### src/rtl/vdfl_pkg.sv
// Shared types, constants and helpers for the descriptor free list.
package vdfl_pkg;

	localparam int IDX_W    = 8;
	localparam int CNT_W    = 9;
	localparam int MAX_DESC = 256;

	localparam logic [2:0] OP_ALLOC   = 3'd0;
	localparam logic [2:0] OP_FREE    = 3'd1;
	localparam logic [2:0] OP_CHAIN   = 3'd2;
	localparam logic [2:0] OP_SETLINK = 3'd3;
	localparam logic [2:0] OP_REINIT  = 3'd4;

	localparam logic [1:0] ST_OK    = 2'd0;
	localparam logic [1:0] ST_EMPTY = 2'd1;
	localparam logic [1:0] ST_FULL  = 2'd2;
	localparam logic [1:0] ST_CUT   = 2'd3;

	typedef struct packed {
		logic             indirect;
		logic             has_next;
		logic [IDX_W-1:0] next;
	} link_t;

	typedef struct packed {
		logic             push;
		logic             pop;
		logic             refill;
		logic [CNT_W-1:0] refill_size;
		logic [IDX_W-1:0] data;
	} stk_cmd_t;

	typedef struct packed {
		logic [CNT_W-1:0] top;
		logic             full;
		logic             empty;
		logic [IDX_W-1:0] rd_data;
	} stk_sts_t;

	// Clamp a queue size to 1..MAX_DESC.
	function automatic logic [CNT_W-1:0] clamp_size(input logic [CNT_W-1:0] q);
		logic [CNT_W-1:0] r;
		r = q;
		if (q == '0) begin
			r = CNT_W'(1);
		end else if (q > CNT_W'(MAX_DESC)) begin
			r = CNT_W'(MAX_DESC);
		end
		return r;
	endfunction

endpackage

### src/rtl/vdfl_if.sv
// Request and response channel interfaces of the descriptor free list.
interface vdfl_req_if import vdfl_pkg::*; ();
	logic             valid;
	logic             ready;
	logic [2:0]       opcode;
	logic [IDX_W-1:0] desc_index;
	logic             link_has_next;
	logic             link_indirect;
	logic [IDX_W-1:0] link_next;

	modport source (output valid, opcode, desc_index, link_has_next, link_indirect,
		link_next, input ready);
	modport sink (input valid, opcode, desc_index, link_has_next, link_indirect,
		link_next, output ready);
endinterface

interface vdfl_rsp_if import vdfl_pkg::*; ();
	logic             valid;
	logic             ready;
	logic [1:0]       status;
	logic [IDX_W-1:0] alloc_index;
	logic [CNT_W-1:0] freed_count;
	logic [CNT_W-1:0] free_level;

	modport source (output valid, status, alloc_index, freed_count, free_level,
		input ready);
	modport sink (input valid, status, alloc_index, freed_count, free_level,
		output ready);
endinterface

### src/rtl/vdfl_ram.sv
// Generic single-write, single-read RAM with registered read data.
module vdfl_ram #(
	parameter int WIDTH = 8,
	parameter int DEPTH = 256
) (
	input  logic                     clk,
	input  logic                     we,
	input  logic [$clog2(DEPTH)-1:0] waddr,
	input  logic [WIDTH-1:0]         wdata,
	input  logic                     re,
	input  logic [$clog2(DEPTH)-1:0] raddr,
	output logic [WIDTH-1:0]         rdata
);

	logic [WIDTH-1:0] mem [DEPTH];
	logic [WIDTH-1:0] rdata_q;

	// Write and registered read
	always_ff @(posedge clk) begin
		if (we) begin
			mem[waddr] <= wdata;
		end
		if (re) begin
			rdata_q <= mem[raddr];
		end
	end

	assign rdata = rdata_q;

endmodule

### src/rtl/vdfl_stack.sv
// Free index stack: pointer unit with one shared adder, RAM and lazy refill.
module vdfl_stack import vdfl_pkg::*; (
	input  logic             clk,
	input  logic             arst_n,
	input  stk_cmd_t         cmd,
	input  logic [CNT_W-1:0] asize,
	output stk_sts_t         sts
);

	logic [CNT_W-1:0] top_q;
	// Positions below min_q still hold their refill value (size-1-pos)
	logic [CNT_W-1:0] min_q;
	logic             virt_q;
	logic [IDX_W-1:0] virt_val_q;
	logic [CNT_W-1:0] top_adj;
	logic [CNT_W-1:0] virt_diff;
	logic             full;
	logic             empty;
	logic             do_push;
	logic             do_pop;
	logic [IDX_W-1:0] ram_rdata;

	assign full      = top_q >= asize;
	assign empty     = top_q == '0;
	assign do_push   = cmd.push && !full;
	assign do_pop    = cmd.pop && !empty;
	// Shared pointer adder: up on push, down otherwise
	assign top_adj   = cmd.push ? top_q + CNT_W'(1) : top_q - CNT_W'(1);
	assign virt_diff = asize - top_q;

	// Advance pointers
	always_ff @(posedge clk or negedge arst_n) begin
		if (!arst_n) begin
			top_q <= CNT_W'(MAX_DESC);
			min_q <= CNT_W'(MAX_DESC);
		end else if (cmd.refill) begin
			top_q <= cmd.refill_size;
			min_q <= cmd.refill_size;
		end else if (do_push) begin
			top_q <= top_adj;
		end else if (do_pop) begin
			top_q <= top_adj;
			if (top_q == min_q) begin
				min_q <= top_adj;
			end
		end
	end

	// Hold the refill value for a pop from an untouched position
	always_ff @(posedge clk) begin
		if (do_pop) begin
			virt_q     <= top_q == min_q;
			virt_val_q <= virt_diff[IDX_W-1:0];
		end
	end

	vdfl_ram #(
		.WIDTH(IDX_W),
		.DEPTH(MAX_DESC)
	) u_stack_ram (
		.clk  (clk),
		.we   (do_push),
		.waddr(top_q[IDX_W-1:0]),
		.wdata(cmd.data),
		.re   (do_pop),
		.raddr(top_adj[IDX_W-1:0]),
		.rdata(ram_rdata)
	);

	assign sts.top     = top_q;
	assign sts.full    = full;
	assign sts.empty   = empty;
	assign sts.rd_data = virt_q ? virt_val_q : ram_rdata;

endmodule

### src/rtl/virtqueue_descriptor_free_list_top.sv
// Top level of the virtqueue descriptor free list.
//
// Usage: requests arrive on the req channel (valid/ready), one response per
// request leaves on the rsp channel from an output register. A request is
// taken only while the sequencer is idle; it then runs to completion.
// Path from accept to response: alloc runs through EXEC, POPW and DONE (EXEC
// and DONE on an empty stack); free, set link, reinit and unknown opcodes run
// through EXEC and DONE; free chain runs through EXEC, one LINKEV per link
// (one link table read per link, bounded by the queue size) and DONE.
// DONE loads the output register.
// The next request is taken in the cycle after the response is loaded, even
// if the receiver has not yet taken it; a finished response waits in the
// sequencer while the output register is still occupied.
// Reset: queue size 256, stack full with index 0 on top, no response valid.
// The stack refill needs no clearing pass: untouched positions read as their
// refill value. Writing cfg_wdata (queue size) refills the stack at once;
// write only while no request is in flight.
module virtqueue_descriptor_free_list_top import vdfl_pkg::*; (
	input  logic             clk,
	input  logic             arst_n,
	input  logic             cfg_we,
	input  logic [CNT_W-1:0] cfg_wdata,
	vdfl_req_if.sink         req,
	vdfl_rsp_if.source       rsp
);

	localparam logic [2:0] S_IDLE   = 3'd0;
	localparam logic [2:0] S_EXEC   = 3'd1;
	localparam logic [2:0] S_POPW   = 3'd2;
	localparam logic [2:0] S_LINKEV = 3'd3;
	localparam logic [2:0] S_DONE   = 3'd4;

	logic [2:0]       state_q;
	logic [2:0]       state_nxt;
	logic [CNT_W-1:0] queue_size_q;
	logic [CNT_W-1:0] asize;

	logic [2:0]       op_q;
	logic [IDX_W-1:0] idx_q;
	link_t            wlink_q;
	logic             first_q;
	logic             dropped_q;
	logic [CNT_W-1:0] steps_q;
	logic [CNT_W-1:0] steps_nxt;
	logic [1:0]       status_q;
	logic [IDX_W-1:0] alloc_q;
	logic [CNT_W-1:0] freed_q;

	logic             out_valid_q;
	logic             out_free;
	logic             accept;

	stk_cmd_t         stk_cmd;
	stk_sts_t         stk_sts;

	logic             link_re;
	logic [IDX_W-1:0] link_raddr;
	logic             link_we;
	logic [2+IDX_W-1:0] link_rbits;
	link_t            link_rd;
	logic             chain_cont;

	assign asize     = clamp_size(queue_size_q);
	assign accept    = req.valid && req.ready;
	assign req.ready = state_q == S_IDLE;
	assign out_free  = !out_valid_q || rsp.ready;
	assign link_rd   = link_t'(link_rbits);
	assign steps_nxt = steps_q + CNT_W'(1);

	// Continue the chain walk: not indirect head, has next, below bound
	assign chain_cont = !(first_q && link_rd.indirect) && link_rd.has_next &&
		(steps_nxt != asize);

	// Queue size register
	always_ff @(posedge clk or negedge arst_n) begin
		if (!arst_n) begin
			queue_size_q <= CNT_W'(MAX_DESC);
		end else if (cfg_we) begin
			queue_size_q <= cfg_wdata;
		end
	end

	// Stack commands
	always_comb begin
		stk_cmd             = '0;
		stk_cmd.data        = idx_q;
		stk_cmd.refill_size = cfg_we ? clamp_size(cfg_wdata) : asize;
		stk_cmd.refill      = cfg_we || (state_q == S_EXEC && op_q == OP_REINIT);
		if (state_q == S_EXEC) begin
			stk_cmd.pop  = op_q == OP_ALLOC;
			stk_cmd.push = op_q == OP_FREE;
		end else if (state_q == S_LINKEV) begin
			stk_cmd.push = 1'b1;
		end
	end

	// Link table port control
	always_comb begin
		link_we    = state_q == S_EXEC && op_q == OP_SETLINK;
		link_re    = 1'b0;
		link_raddr = idx_q;
		if (state_q == S_EXEC) begin
			link_re = op_q == OP_CHAIN;
		end else if (state_q == S_LINKEV) begin
			link_re    = chain_cont;
			link_raddr = link_rd.next;
		end
	end

	// Sequencer next state
	always_comb begin
		state_nxt = state_q;
		unique case (state_q)
			S_IDLE: begin
				if (accept) begin
					state_nxt = S_EXEC;
				end
			end
			S_EXEC: begin
				if (op_q == OP_ALLOC && !stk_sts.empty) begin
					state_nxt = S_POPW;
				end else if (op_q == OP_CHAIN) begin
					state_nxt = S_LINKEV;
				end else begin
					state_nxt = S_DONE;
				end
			end
			S_POPW: begin
				state_nxt = S_DONE;
			end
			S_LINKEV: begin
				if (!chain_cont) begin
					state_nxt = S_DONE;
				end
			end
			S_DONE: begin
				if (out_free) begin
					state_nxt = S_IDLE;
				end
			end
			default: begin
				state_nxt = S_IDLE;
			end
		endcase
	end

	always_ff @(posedge clk or negedge arst_n) begin
		if (!arst_n) begin
			state_q <= S_IDLE;
		end else begin
			state_q <= state_nxt;
		end
	end

	// Request capture and result accumulation
	always_ff @(posedge clk) begin
		unique case (state_q)
			S_IDLE: begin
				if (accept) begin
					op_q             <= req.opcode;
					idx_q            <= req.desc_index;
					wlink_q.indirect <= req.link_indirect;
					wlink_q.has_next <= req.link_has_next;
					wlink_q.next     <= req.link_next;
					status_q         <= ST_OK;
					alloc_q          <= '0;
					freed_q          <= '0;
					dropped_q        <= 1'b0;
					steps_q          <= '0;
					first_q          <= 1'b1;
				end
			end
			S_EXEC: begin
				if (op_q == OP_ALLOC && stk_sts.empty) begin
					status_q <= ST_EMPTY;
				end else if (op_q == OP_FREE) begin
					if (stk_sts.full) begin
						status_q <= ST_FULL;
					end else begin
						freed_q <= CNT_W'(1);
					end
				end
			end
			S_POPW: begin
				alloc_q <= stk_sts.rd_data;
			end
			S_LINKEV: begin
				// Push this link, then end, cut or follow next
				if (!stk_sts.full) begin
					freed_q <= freed_q + CNT_W'(1);
				end
				first_q   <= 1'b0;
				steps_q   <= steps_nxt;
				dropped_q <= dropped_q || stk_sts.full;
				idx_q     <= link_rd.next;
				if (first_q && link_rd.indirect) begin
					status_q <= stk_sts.full ? ST_FULL : ST_OK;
				end else if (!link_rd.has_next) begin
					status_q <= (dropped_q || stk_sts.full) ? ST_FULL : ST_OK;
				end else if (steps_nxt == asize) begin
					status_q <= ST_CUT;
				end
			end
			S_DONE: begin
			end
			default: begin
			end
		endcase
	end

	// Output register: load on completion, drop on transfer
	always_ff @(posedge clk or negedge arst_n) begin
		if (!arst_n) begin
			out_valid_q <= 1'b0;
		end else if (state_q == S_DONE && out_free) begin
			out_valid_q <= 1'b1;
		end else if (rsp.ready) begin
			out_valid_q <= 1'b0;
		end
	end

	always_ff @(posedge clk) begin
		if (state_q == S_DONE && out_free) begin
			rsp.status      <= status_q;
			rsp.alloc_index <= alloc_q;
			rsp.freed_count <= freed_q;
			rsp.free_level  <= stk_sts.top;
		end
	end

	assign rsp.valid = out_valid_q;

	vdfl_stack u_stack (
		.clk   (clk),
		.arst_n(arst_n),
		.cmd   (stk_cmd),
		.asize (asize),
		.sts   (stk_sts)
	);

	vdfl_ram #(
		.WIDTH(2 + IDX_W),
		.DEPTH(MAX_DESC)
	) u_link_ram (
		.clk  (clk),
		.we   (link_we),
		.waddr(idx_q),
		.wdata(wlink_q),
		.re   (link_re),
		.raddr(link_raddr),
		.rdata(link_rbits)
	);

endmodule

### src/flat_wrapper.sv
// flat-port wrapper written by rule: the top's interface ports become plain ports
module virtqueue_descriptor_free_list_top_flat import vdfl_pkg::*;
  (clk, arst_n, cfg_we, cfg_wdata, req_valid, req_opcode, req_desc_index, req_link_has_next, req_link_indirect, req_link_next, req_ready, rsp_valid, rsp_status, rsp_alloc_index, rsp_freed_count, rsp_free_level, rsp_ready);
  vdfl_req_if req_i ();
  vdfl_rsp_if rsp_i ();
  input  logic clk;
  input  logic arst_n;
  input  logic cfg_we;
  input  logic [CNT_W-1:0] cfg_wdata;
  input wire logic [$bits(req_i.valid)-1:0] req_valid;
  input wire logic [$bits(req_i.opcode)-1:0] req_opcode;
  input wire logic [$bits(req_i.desc_index)-1:0] req_desc_index;
  input wire logic [$bits(req_i.link_has_next)-1:0] req_link_has_next;
  input wire logic [$bits(req_i.link_indirect)-1:0] req_link_indirect;
  input wire logic [$bits(req_i.link_next)-1:0] req_link_next;
  output wire logic [$bits(req_i.ready)-1:0] req_ready;
  output wire logic [$bits(rsp_i.valid)-1:0] rsp_valid;
  output wire logic [$bits(rsp_i.status)-1:0] rsp_status;
  output wire logic [$bits(rsp_i.alloc_index)-1:0] rsp_alloc_index;
  output wire logic [$bits(rsp_i.freed_count)-1:0] rsp_freed_count;
  output wire logic [$bits(rsp_i.free_level)-1:0] rsp_free_level;
  input wire logic [$bits(rsp_i.ready)-1:0] rsp_ready;
  assign req_i.valid = req_valid;
  assign req_i.opcode = req_opcode;
  assign req_i.desc_index = req_desc_index;
  assign req_i.link_has_next = req_link_has_next;
  assign req_i.link_indirect = req_link_indirect;
  assign req_i.link_next = req_link_next;
  assign req_ready = req_i.ready;
  assign rsp_valid = rsp_i.valid;
  assign rsp_status = rsp_i.status;
  assign rsp_alloc_index = rsp_i.alloc_index;
  assign rsp_freed_count = rsp_i.freed_count;
  assign rsp_free_level = rsp_i.free_level;
  assign rsp_i.ready = rsp_ready;
  virtqueue_descriptor_free_list_top u_core (.clk(clk), .arst_n(arst_n), .cfg_we(cfg_we), .cfg_wdata(cfg_wdata), .req(req_i), .rsp(rsp_i));
endmodule
### config.mk
export PLATFORM = sky130hd
export DESIGN_NAME = virtqueue_descriptor_free_list_top_flat
export DESIGN_NICKNAME = d
export VERILOG_FILES = /design/src/rtl/vdfl_pkg.sv /design/src/rtl/vdfl_if.sv /design/src/rtl/vdfl_ram.sv /design/src/rtl/vdfl_stack.sv /design/src/rtl/virtqueue_descriptor_free_list_top.sv /design/src/flat_wrapper.sv
export SDC_FILE = /design/constraint.sdc
export NUM_CORES = 2
export LEC_CHECK = 0
export BUFFER_PORTS_ARGS = -buffer_cell sky130_fd_sc_hd__buf_2
export CORE_UTILIZATION = 30
export DETAILED_ROUTE_END_ITERATION = 8
export HOLD_SLACK_MARGIN = 0.08
export SYNTH_ARGS = -nofsm -noshare
export SYNTH_HDL_FRONTEND = slang
export SYNTH_MEMORY_MAX_BITS = 65536
export SYNTH_SLANG_ARGS = --single-unit
export TNS_END_PERCENT = 1
### constraint.sdc
create_clock -name clk -period 5.4 [get_ports clk]
set_input_delay 0.81 -clock clk [delete_from_list [all_inputs] [get_ports clk]]
set_output_delay 0.81 -clock clk [all_outputs]
set_load 0.02 [all_outputs]
==> summary.txt <==
Setup path
  • Crit path required time: 6.04 ns
  • FF-to-FF Start: u_core.state_q[2]$_DFFE_PN0P_
  • Critical path origin: u_core.state_q[2]$_DFFE_PN0P_
  • Max stage delay cell, worst path: nor3_1
  • Largest stage delay, worst path: 1.23 ns
  • CP Class: register to register
  • CP Cell Sequence: nand2b_1 > nor2_1 > nand2_1 > or3_1 > nor3_1 > nand2_1 > nor2_1
  • Delay-heaviest family, CP: simple AND/OR/NAND/NOR gates
  • Critical path peak fanout: 16
  • Worst path buffer plus inverter count: 0
  • Worst Setup End Kind: register
  • Arr. time, crit path: ~6 ns
  • CP Launch Type: register

Timing
  • Slew headroom: 0.352%
  • Final Hold Vio Count: 0
  • Worst slew pin tran: 1.48 ns
  • Fmax: between 0.15 and 0.2 GHz
  • Finish-stage setup viols: 0
  • Fin crit share: 97.6%
  • Setup WS post-layout: ~0.13 ns
  • Post-route minimum period: 5.27 ns
  • Max-slew violations: 0
  • Worst Clk Skew: 0.127 ns
  • RSZ-0062 raised after global routing: false
  • Hold slack: 0.177 ns

Logic synthesis
  • Ys async rst share: 0.653%
  • Compound-Gate Fraction of Synth Area: 4.19%
  • Register bit total from synthesis: 4745
  • Main combinational cell family by area after synthesis: multiplexers
  • Yosys top cell area share: 76.7%
  • Largest area contributor in the netlist: edfxtp_1
  • Synth warn: 0
  • Synth Cell Area: 185000 um^2
  • Post-synth top flop: edfxtp_1
  • Synth Area in XOR/XNOR: 0.195%
  • Post-Synth Adder-Cell Area: 0.191%
  • Register area share after synthesis: around 77%
  • Post-synthesis mux area share: about 8.6%
  • Post-Syn Nets: ~11k
  • Largest cells by area after synthesis: edfxtp_1 77%, mux4_2 8.2%, nand2_1 4.5%
  • Yosys cell types: 60
  • Mean area per synthesized cell: 16.7 um^2
  • Simple-gate share of the synthesized area: around 8.1%
  • Post-Syn Instances: ~11k
  • EDFF count, synth: 4714

Run status
  • Failing checks: capacitance limit
  • Status: finished with violations

Detailed routing
  • WL final: ~500000 um
  • Number of antenna-violating nets in the routed design: 0
  • Via density: 5.16
  • WL/cell: 25.1 um
  • DRC viols: 0
  • DRT iter0 DRCs: ~12k
  • Via count: 103k
  • First-pass DRT Iterations: 6

Placed design
  • Setup WS pre-CTS: 0.379 ns
  • Hpwl dp: 297000 um
  • Placed cells: roughly 19k
  • Placer Congestion: 0.830
  • Port Buffers: 64

CTS
  • H-tree levels: 5
  • Post-CTS setup buffer count: 0
  • CTS Root Cell: clkbuf_16
  • Clk sinks: 4745
  • Worst-Skew Late Latency: 1.07 ns
  • Worst-path clk slew: roughly 0.060 ns
  • Num CTS Buffers: roughly 480
  • Clk buf depth: 4
  • CTS tree: done

Layout
  • Share of cells above drive strength 1: 17.3%
  • Most common cell after layout, fill and taps aside: edfxtp_1
  • FF/Latch Area: 142000 um^2
  • Fillers: about 58k
  • Most frequent cells in the layout: 4714 x edfxtp_1, 2214 x nand2_1, 672 x mux4_2
  • Multi-input gate area: between 30000 and 40000 um^2
  • Area Growth Syn to Fin: 15.6%
  • Fin cells: 20.0k
  • Nets: 11.6k
  • Post-layout util: 34.9%

Floorplan
  • Core area: roughly 610000 um^2
  • Initial core utilization: 30.2%
  • FP Rows: approximately 290
  • I/O pins: 65
  • Die Width: 786 um
  • Die area: 618000 um^2
  • Die H: 786 um

Global routing
  • Top Usage Layer GRT: met2
  • Largest net degree at the start of global routing: 167
  • Met3 Use GR: 2.61%
  • Initial antenna violation count: 31
  • Routing usage on met1: 21.9%
  • Global-route wire length before repair: ~720000 um
  • Routing usage on met2: 25.2%
  • Vias in the first global route: 100k
  • Global-route usage over all layers: 15.7%
  • GRT Residual Overflow: 0

Pwr
  • Pwr Density: 511 nW/um^2
  • Tot Pwr: 109 mW
  • Maximum vdd drop: 0.862 mV
  • LEAKAGE: 67.2 nW

Hold path
  • Worst hold path class: input pin to register
  • Hold path startpoint: cfg_wdata[1]

Job
  • Max cap viols: 2
cell families after synthesis:
family	count (synthesis)
xor gates and xnor gates	41
AOI/OAI and AO/OA	1170
and+or+nand+nor	3607
DFF	4745
muxes	735
buffers and inverters	753
adders and majority gates	27
timing repair:
| item | 4_1_cts | 5_1_grt |
|---|---|---|
| hold buffers | 11 | 0 |
| endpoints found under the hold margin | 38 | 0 |
| setup endpoints to repair | 0 | 0 |
| resized for setup | 0 | 0 |
tightest hold or removal path: cells and delay by family:
family	cells	cell delay, ns
and+or+nand+nor	1	0.11
buffers and inverters	1	0.18
AOI/OAI and AO/OA	1	0.08
per-layer routing:
layer | part of all wire [%] | routed length (um)
met3 | 8.0 | 40400
met4 | 3.1 | 15700
met2 | 47 | 236000
met1 | 42 | 210000
met5 | 0.0030 | 15
per-stage QoR:
| stage | TNS (ns) | area, um^2 |
|---|---|---|
| floorplan | -18.84 | 185000 |
| global placement | 0 | 198000 |
| detailed placement | 0 | 198000 |
| CTS | 0 | 213000 |
| global route | 0 | 213000 |
| finish | 0 | 213000 |
worst paths after layout:
| check | slack (ns) | depth (start not counted) | end |
|---|---|---|---|
| max in group asynchronous | 4.23 | 2 | u_core.u_stack.top_q[0]$_DFFE_PN0P_ |
| min reg2reg | 0.43 | 0 | u_core.rsp.status[1]$_DFFE_PP_ |
| min in group asynchronous | 0.59 | 2 | u_core.u_stack.top_q[0]$_DFFE_PN0P_ |
| max | 0.13 | 7 | u_core.u_link_ram.mem[23][4]$_DFFE_PP_ |
| min | 0.18 | 3 | u_core.queue_size_q[1]$_DFFE_PN0P_ |
| max reg2reg | 0.13 | 7 | u_core.u_link_ram.mem[23][4]$_DFFE_PP_ |
synth_stat cells, drive strengths merged, types with 3 or more instances:
master and number:
edfxtp 4714, nand2 2225, mux4 672, nor2 569
a21oi 558, nand3 556, a32oi 417, clkbuf 397
buf 312, nand4 145, a31oi 123, inv 44
nor4 40, mux2i 38, nor3 30, dfrtp 28
xnor2 28, ha 25, mux2 25, o21ai 24
nor2b 13, xor2 13, nand2b 10, a22oi 7
a21o 6, and3 5, o21bai 5, o22a 5
a311oi 4, a21boi 3, and2 3, dfstp 3
nor3b 3, o22ai 3, or3 3
layout make-up:
type / instances / share of cell area [%]
flip-flops and latches: 4745 / 66.7
multi-input cells: 5580 / 18.5
clock buffers: 595 / 5.87
well taps: 8092 / 4.75
repair buffers: 667 / 2.78
clock inverters: 286 / 1.32
inverters: 44 / 0.0780
diodes: 10 / 0.0117
report_power, final:
group | total (mW) | switching, mW | internal (mW)
clock network | 32.5 | 14.3 | 18.2
logic | 33.1 | 20.5 | 12.6
registers | 43.3 | 0.425 | 42.9
total | 109 | 35.3 | 73.7
sequential cells by signal, indices dropped and copies added (netlist names), 2 cells and up:
signal                            cells
u_core.u_stack.top_q                  9
u_core.state_q                        3
u_core.u_stack.u_stack_ram.mem     2048
u_core.u_stack.min_q                  9
u_core.u_stack.u_stack_ram.rdata      8
u_core.status_q                       2
u_core.u_link_ram.rdata              10
u_core.wlink_q                       10
u_core.op_q                           3
u_core.rsp.alloc_index                8
u_core.alloc_q                        8
u_core.idx_q                          8
u_core.u_link_ram.mem              2560
u_core.rsp.freed_count                9
u_core.steps_q                        9
u_core.rsp.free_level                 9
u_core.rsp.status                     2
u_core.queue_size_q                   9
u_core.u_stack.virt_val_q             8
u_core.freed_q                        9
No activity file was read; power rests on OpenSTA's default activity.
